File: config.mk
export PLATFORM = sky130hd
export DESIGN_NAME = distinct_duplicate_counter
export DESIGN_NICKNAME = d
export VERILOG_FILES = /design/src/hdl/ddc_pkg.sv /design/src/hdl/ddc_cell.sv /design/src/hdl/distinct_duplicate_counter.sv
export SDC_FILE = /design/constraint.sdc
export NUM_CORES = 2
export LEC_CHECK = 0
export BUFFER_PORTS_ARGS = -buffer_cell sky130_fd_sc_hd__buf_2
export CAP_MARGIN = 20
export CORE_MARGIN = 2
export CORE_UTILIZATION = 51
export DETAILED_ROUTE_END_ITERATION = 12
export PLACE_DENSITY = 0.66
export SYNTH_ARGS = -nofsm -noshare
export SYNTH_HDL_FRONTEND = slang
export SYNTH_HIERARCHICAL = 1
export SYNTH_SLANG_ARGS = --single-unit
File: constraint.sdc
create_clock -name clk -period 8.35 [get_ports clk]
set_input_delay 1.2525 -clock clk [delete_from_list [all_inputs] [get_ports clk]]
set_output_delay 1.2525 -clock clk [all_outputs]
set_load 0.01 [all_outputs]
File: src/hdl/ddc_pkg.sv
// Shared constants and types of the duplicate counter.
// Used by the compare cell, the top level and the checker.
package ddc_pkg;

  localparam int TABLE_DEPTH = 64;
  localparam int VALUE_W     = 32;
  localparam int COUNT_W     = 7;
  localparam logic [COUNT_W-1:0] COUNT_MAX = {COUNT_W{1'b1}};
  // Largest count the block can report.
  localparam int CNT_LIMIT = (TABLE_DEPTH < 127) ? TABLE_DEPTH : 127;

  // Control broadcast from the top level to every cell.
  typedef struct packed {
    logic take;   // an item is transferred this cycle
    logic miss;   // no stored entry holds the item's value
    logic clear;  // end of sequence: drop the whole table
  } ddc_ctl_t;

endpackage

File: src/hdl/ddc_cell.sv
// One table entry: a stored value, its valid bit and its repeat mark.
// Depends on ddc_pkg; chained through the valid bit to its neighbor.
module ddc_cell (
  input  logic                         clk,
  input  logic                         rst,
  input  ddc_pkg::ddc_ctl_t            ctl,
  input  logic [ddc_pkg::VALUE_W-1:0]  value,
  input  logic                         prev_valid,
  output logic                         valid,
  output logic                         hit,
  output logic                         fresh
);
  import ddc_pkg::*;

  logic [VALUE_W-1:0] stored;
  logic               mark;
  logic               load;

  assign hit   = valid && (stored == value);
  assign fresh = hit && !mark;
  // First free cell in the chain takes a value nobody holds.
  assign load  = ctl.take && ctl.miss && prev_valid && !valid;

  always_ff @(posedge clk) begin
    if (rst || ctl.clear) begin
      valid <= 1'b0;
      mark  <= 1'b0;
    end else if (load) begin
      valid <= 1'b1;
      mark  <= 1'b0;
    end else if (ctl.take && hit) begin
      mark <= 1'b1;
    end
  end

  always_ff @(posedge clk) begin
    if (load) begin
      stored <= value;
    end
  end

endmodule

File: src/hdl/distinct_duplicate_counter.sv
// Counts distinct values that occur twice or more in a stream of 32-bit items.
// Input channel s_*: s_tdata carries the value, s_tlast marks the sequence end.
// Output channel m_*: one transfer per sequence, sent after the tlast item.
// Each item is compared at once against a row of
// TABLE_DEPTH cells, each holding one distinct value and its repeat mark;
// a value nobody holds drops into the first free cell of the chain.
// Throughput is one item per cycle while the output register is free.
// m_tvalid is registered and rises in the cycle after the tlast transfer.
// A new distinct value that finds every cell in use is not stored and sets
// the overflow bit of the result.
// After the tlast item the table, count and overflow clear for the next run.
// While a result waits on m_tready low, s_tready stays low.
// Reset (rst, synchronous) empties the table and drops any pending result.
module distinct_duplicate_counter (
  input  logic        clk,
  input  logic        rst,
  input  logic        s_tvalid,
  output logic        s_tready,
  input  logic [31:0] s_tdata,   // [31:0] value
  input  logic        s_tlast,
  output logic        m_tvalid,
  input  logic        m_tready,
  output logic [7:0]  m_tdata    // [6:0] duplicate_count, [7] overflow
);
  import ddc_pkg::*;

  ddc_ctl_t                 ctl;
  logic [TABLE_DEPTH-1:0]   valid;
  logic [TABLE_DEPTH-1:0]   hit;
  logic [TABLE_DEPTH-1:0]   fresh;
  logic [TABLE_DEPTH:0]     chain;
  logic                     any_hit;
  logic                     any_fresh;
  logic [COUNT_W-1:0]       running_count;
  logic [COUNT_W-1:0]       count_next;
  logic                     overflow_seen;
  logic                     overflow_next;
  logic [COUNT_W-1:0]       duplicate_count;
  logic                     overflow;

  assign s_tready  = !m_tvalid || m_tready;
  assign any_hit   = |hit;
  assign any_fresh = |fresh;

  assign ctl.take  = s_tvalid && s_tready;
  assign ctl.miss  = !any_hit;
  assign ctl.clear = ctl.take && s_tlast;

  assign chain[0] = 1'b1;

  for (genvar i = 0; i < TABLE_DEPTH; i++) begin : g_cell
    ddc_cell u_cell (
      .clk        (clk),
      .rst        (rst),
      .ctl        (ctl),
      .value      (s_tdata[VALUE_W-1:0]),
      .prev_valid (chain[i]),
      .valid      (valid[i]),
      .hit        (hit[i]),
      .fresh      (fresh[i])
    );
    assign chain[i+1] = valid[i];
  end

  always_comb begin
    count_next    = running_count;
    overflow_next = overflow_seen;
    if (any_fresh && running_count != COUNT_MAX) begin
      count_next = running_count + 1'b1;
    end
    // Table full: the last cell of the chain is in use.
    if (!any_hit && chain[TABLE_DEPTH]) begin
      overflow_next = 1'b1;
    end
  end

  always_ff @(posedge clk) begin
    if (rst) begin
      running_count <= '0;
      overflow_seen <= 1'b0;
      m_tvalid      <= 1'b0;
    end else begin
      if (ctl.clear) begin
        running_count <= '0;
        overflow_seen <= 1'b0;
      end else if (ctl.take) begin
        running_count <= count_next;
        overflow_seen <= overflow_next;
      end
      if (ctl.clear) begin
        m_tvalid <= 1'b1;
      end else if (m_tready) begin
        m_tvalid <= 1'b0;
      end
    end
  end

  // Hold the result until the transfer completes.
  always_ff @(posedge clk) begin
    if (ctl.clear) begin
      duplicate_count <= count_next;
      overflow        <= overflow_next;
    end
  end

  assign m_tdata = {overflow, duplicate_count};

endmodule

==> tab_implementation.tex <==
\begin{tabular}{lr}
\hline
Metric & Value \\
\hline
\multicolumn{2}{l}{\textbf{Pwr}} \\
Ratio of total power to cell area & 217 nW/µm² \\
Max rail drop VDD & roughly 210 µV \\
Leakage power total & $\sim$33 nW \\
\multicolumn{2}{l}{\textbf{Route}} \\
Total detailed-routing wirelength & 219000 µm \\
DR WL met2 & between 100000 and 150000 µm \\
Detailed-route wire length on metal 1 & between 100000 and 150000 µm \\
Routed vias/inst & approximately 5.7 \\
Post-route DRC & 0 \\
Detail Route met3 WL & between 10000 and 15000 µm \\
Final antenna-violating net count & 0 \\
1st-iter DRT viols & $\sim$4700 \\
Detailed-route via count & between 50000 and 60000 \\
Routed length per instance & $\sim$24 µm \\
Uppermost layer routed & met5 \\
Iteration count of the initial detailed-routing pass & 7 \\
\multicolumn{2}{l}{\textbf{Synth}} \\
Total number of yosys warnings & 6 \\
Count of distinct cell types in the synthesized netlist & 43 \\
Flops \& latches, synth & 2193 \\
Top cell type's share of synthesized area & roughly 67\% \\
Number of nets in the synthesized netlist & $\sim$6000 \\
Gate count of the mapped netlist & 5950 \\
Most area-hungry cell type in the Yosys netlist & sky130\_fd\_sc\_hd\_\_edfxtp\_1 \\
Post-Synthesis Mean Instance Area & roughly 16 µm² \\
Sequential share of the synthesized area & between 60\% and 70\% \\
Post-Syn Area & approximately 93000 µm² \\
Main area contributors after synthesis & sky130\_fd\_sc\_hd\_\_edfxtp\_1 67\%, sky130\_fd\_sc\_hd\_\_xnor2\_1 15\%, sky130\_fd\_sc\_hd\_\_dfxtp\_1 3.0\% \\
\multicolumn{2}{l}{\textbf{CTS}} \\
Num CTS Buffers & roughly 220 \\
Post-CTS setup-driven buffer insertion count & 0 \\
Clock latency reported for the late side of the worst-skew pair & $\sim$0.87 ns \\
Clock Tree Buf Depth & 3 \\
Sink count of the clock tree & between 2000 and 2500 \\
TritonCTS clock tree & done \\
Hold-fix buffers at CTS & 0 \\
CTS root buffer & sky130\_fd\_sc\_hd\_\_clkbuf\_16 \\
H-Tree Depth & 4 \\
Number of instances resized during post-cts repair & 0 \\
Clock transition at the registers of the reported paths & $\sim$0.06 ns \\
\multicolumn{2}{l}{\textbf{Global route}} \\
Number of antenna violations at the first check in global routing & 10 \\
Overflow after GRT & 0 \\
Number of global-route vias before repair & between 50000 and 60000 \\
Maximum number of pins on one net before global-route repair & roughly 100 \\
GRT Resource Usage Total & between 20\% and 30\% \\
First-pass GRT wire length & between 300000 and 400000 µm \\
\multicolumn{2}{l}{\textbf{Placement}} \\
Placed standard-cell area & between 90000 and 100000 µm² \\
Buffers added on ports & 46 \\
Setup Slack @ Placement & roughly 1.9 ns \\
Detailed Place HPWL & $\sim$130000 µm \\
GPL Wtd Cong & approximately 0.81 \\
\multicolumn{2}{l}{\textbf{STA}} \\
Unrepaired setup endpoints after global routing & no \\
Achievable clock frequency & roughly 180 MHz \\
Final-layout setup total negative slack & 0 ns \\
Number of endpoints failing setup at the final stage & 0 \\
Final worst clock skew & slightly above 0.05 ns \\
Post-route clock period utilization & around two thirds \\
Slew @ Worst Pin & between 1 and 1.5 ns \\
Hold violation total from the final report & 0 \\
Setup slack of the critical path after layout & roughly 2.7 ns \\
Final-report max-slew violation count & 0 \\
Min cycle time layout & about 5.7 ns \\
Remaining max-slew budget at the tightest pin & 18.1\% \\
Hold Worst Slack & 0.443 ns \\
\multicolumn{2}{l}{\textbf{Finish}} \\
Net count, final & about 6500 \\
Most common library cell in the layout ignoring fill and taps & sky130\_fd\_sc\_hd\_\_edfxtp\_1 \\
Top library cells by usage in the layout, fill and taps aside & 2056 x sky130\_fd\_sc\_hd\_\_edfxtp\_1, 1539 x sky130\_fd\_sc\_hd\_\_xnor2\_1, 397 x sky130\_fd\_sc\_hd\_\_nand4\_1 \\
Design area & $\sim$110000 µm² \\
Final core occ & around three fifths \\
FILL cells & 13900 \\
Layout Area Growth over Synthesis & 13.4\% \\
Share of post-route cells with drive strength above 1 & approximately 11\% \\
\multicolumn{2}{l}{\textbf{Floorplan}} \\
Chip height & roughly 430 µm \\
Boundary Pins & 47 \\
Initial standard-cell utilization of the core & 51.3\% \\
DIE WIDTH & 431 µm \\
Number of rows in the core area & approximately 160 \\
Core ar. & around 180000 µm² \\
Total die area & around 190000 µm² \\
\multicolumn{2}{l}{\textbf{Outcome}} \\
Result of the run & completed \\
\multicolumn{2}{l}{\textbf{Run}} \\
Max capacitance violation total & 0 \\
\multicolumn{2}{l}{\textbf{Hold path}} \\
Worst hold path class & flip-flop to flip-flop \\
\multicolumn{2}{l}{\textbf{Worst setup path}} \\
Critical path capture point type & flip-flop \\
Critical path fanouts, max & 43 \\
Category of the most critical setup path & primary input to flip-flop \\
Required time of the worst setup path & between 9 and 10 ns \\
Arrival time at the worst endpoint & about 6.4 ns \\
CP Launch Type & primary input \\
\hline
\end{tabular}
-- cells by family (layout without fill, tap and decap cells) --
group	Yosys count	in the layout	share of synthesized area, %
multiplexers	1	1	0.0121
buffers and inverters	262	912	1.07
XOR/XNOR	1797	1797	17.0
AND/OR/NAND/NOR	1358	1358	9.24
adder cells (fa/ha/maj)	1	1	0.0135
flip-flops	2193	2193	69.5
other	1	2	0.00404
AO/OA/AOI/OAI	337	337	3.23
-- worst paths after layout --
check | from | end | slack, ns | depth (start not counted)
max | s_tdata[27] | g_cell[48].u_cell/mark$_SDFFE_PP0P_ | 2.68 | 16
min | g_cell[1].u_cell/mark$_SDFFE_PP0P_ | g_cell[1].u_cell/mark$_SDFFE_PP0P_ | 0.44 | 2
max reg2reg | g_cell[4].u_cell/stored[27]$_DFFE_PP_ | g_cell[48].u_cell/mark$_SDFFE_PP0P_ | 3.54 | 14
min reg2reg | g_cell[1].u_cell/mark$_SDFFE_PP0P_ | g_cell[1].u_cell/mark$_SDFFE_PP0P_ | 0.44 | 2
-- per-stage QoR --
step                std cells  power [mW]
floorplan                5950        12.8
global placement         8570        13.5
detailed placement       8570        13.5
CTS                      8970        23.0
global route             8970        23.5
finish                   8971        22.8
-- flip-flops by register name (all words and copies together) (netlist names) --
register and count:
overflow 1, g_cell.u_cell/valid 64, running_count 7, g_cell.u_cell/stored 2048, g_cell.u_cell/mark 64, overflow_seen 1
m_tvalid 1, duplicate_count 7
-- synthesized netlist by cell type, drive strengths merged --
master,n
o41ai,1
a21o,2
or4,3
a21oi,3
nand2b,129
inv,259
nor4b,64
nor4,98
conb,1
a32oi,1
a221oi,64
nand4b,1
clkbuf,1
or3,1
o211a,1
mux2,1
and3,2
nor2b,3
nand3,132
and4b,64
o211ai,2
xnor2,1539
nand3b,1
nand4,397
o221ai,64
o21ai,67
ha,1
xor2,258
o2bb2ai,64
nor3,130
o21a,64
edfxtp,2056
a31oi,4
nor2,199
nand2,133
and4,1
buf,2
dfxtp,137
-- report_power, final --
part	switching [mW]	internal, mW	leakage, nW	total (mW)
clock	4.10	5.43	3.40	9.53
sequential	0.00631	12.0	19.6	12.0
combinational	0.820	0.434	10.1	1.25
total	4.92	17.9	33.1	22.8
-- critical path: stages --
cell,delay (ns)
sky130_fd_sc_hd__clkbuf_8,0.38
sky130_fd_sc_hd__buf_4,0.35
sky130_fd_sc_hd__xor2_1,0.29
sky130_fd_sc_hd__a221oi_2,0.05
sky130_fd_sc_hd__nor4b_2,0.21
sky130_fd_sc_hd__nand4_1,0.16
sky130_fd_sc_hd__inv_1,0.08
sky130_fd_sc_hd__nor4_1,1.02
sky130_fd_sc_hd__nand4_1,0.21
sky130_fd_sc_hd__nor4_2,0.37
sky130_fd_sc_hd__buf_4,0.56
sky130_fd_sc_hd__and4b_1,0.62
sky130_fd_sc_hd__buf_4,0.42
sky130_fd_sc_hd__nor3_1,0.11
sky130_fd_sc_hd__nand2_1,0.12
sky130_fd_sc_hd__o21ai_1,0.06
-- layer usage --
layer,up-vias,track usage [%]
li1,23100,-
met1,26000,34.8
met2,1520,37.0
met3,315,3.21
met4,2,5.93
met5,-,0
-- final cells by class --
type                    instances  area [µm²]  share of cell area [%]
diodes                          1        2.50                 0.00238
well taps                    2370        2970                    2.82
multi-input cells            3495       27300                    26.0
flip-flops and latches       2193       64500                    61.3
clock buffers                 293        5970                    5.68
inverters                     259         982                   0.933
clock inverters               107         965                   0.917
repair buffers                253        2510                    2.38
Power figures use the tool's default switching activity.
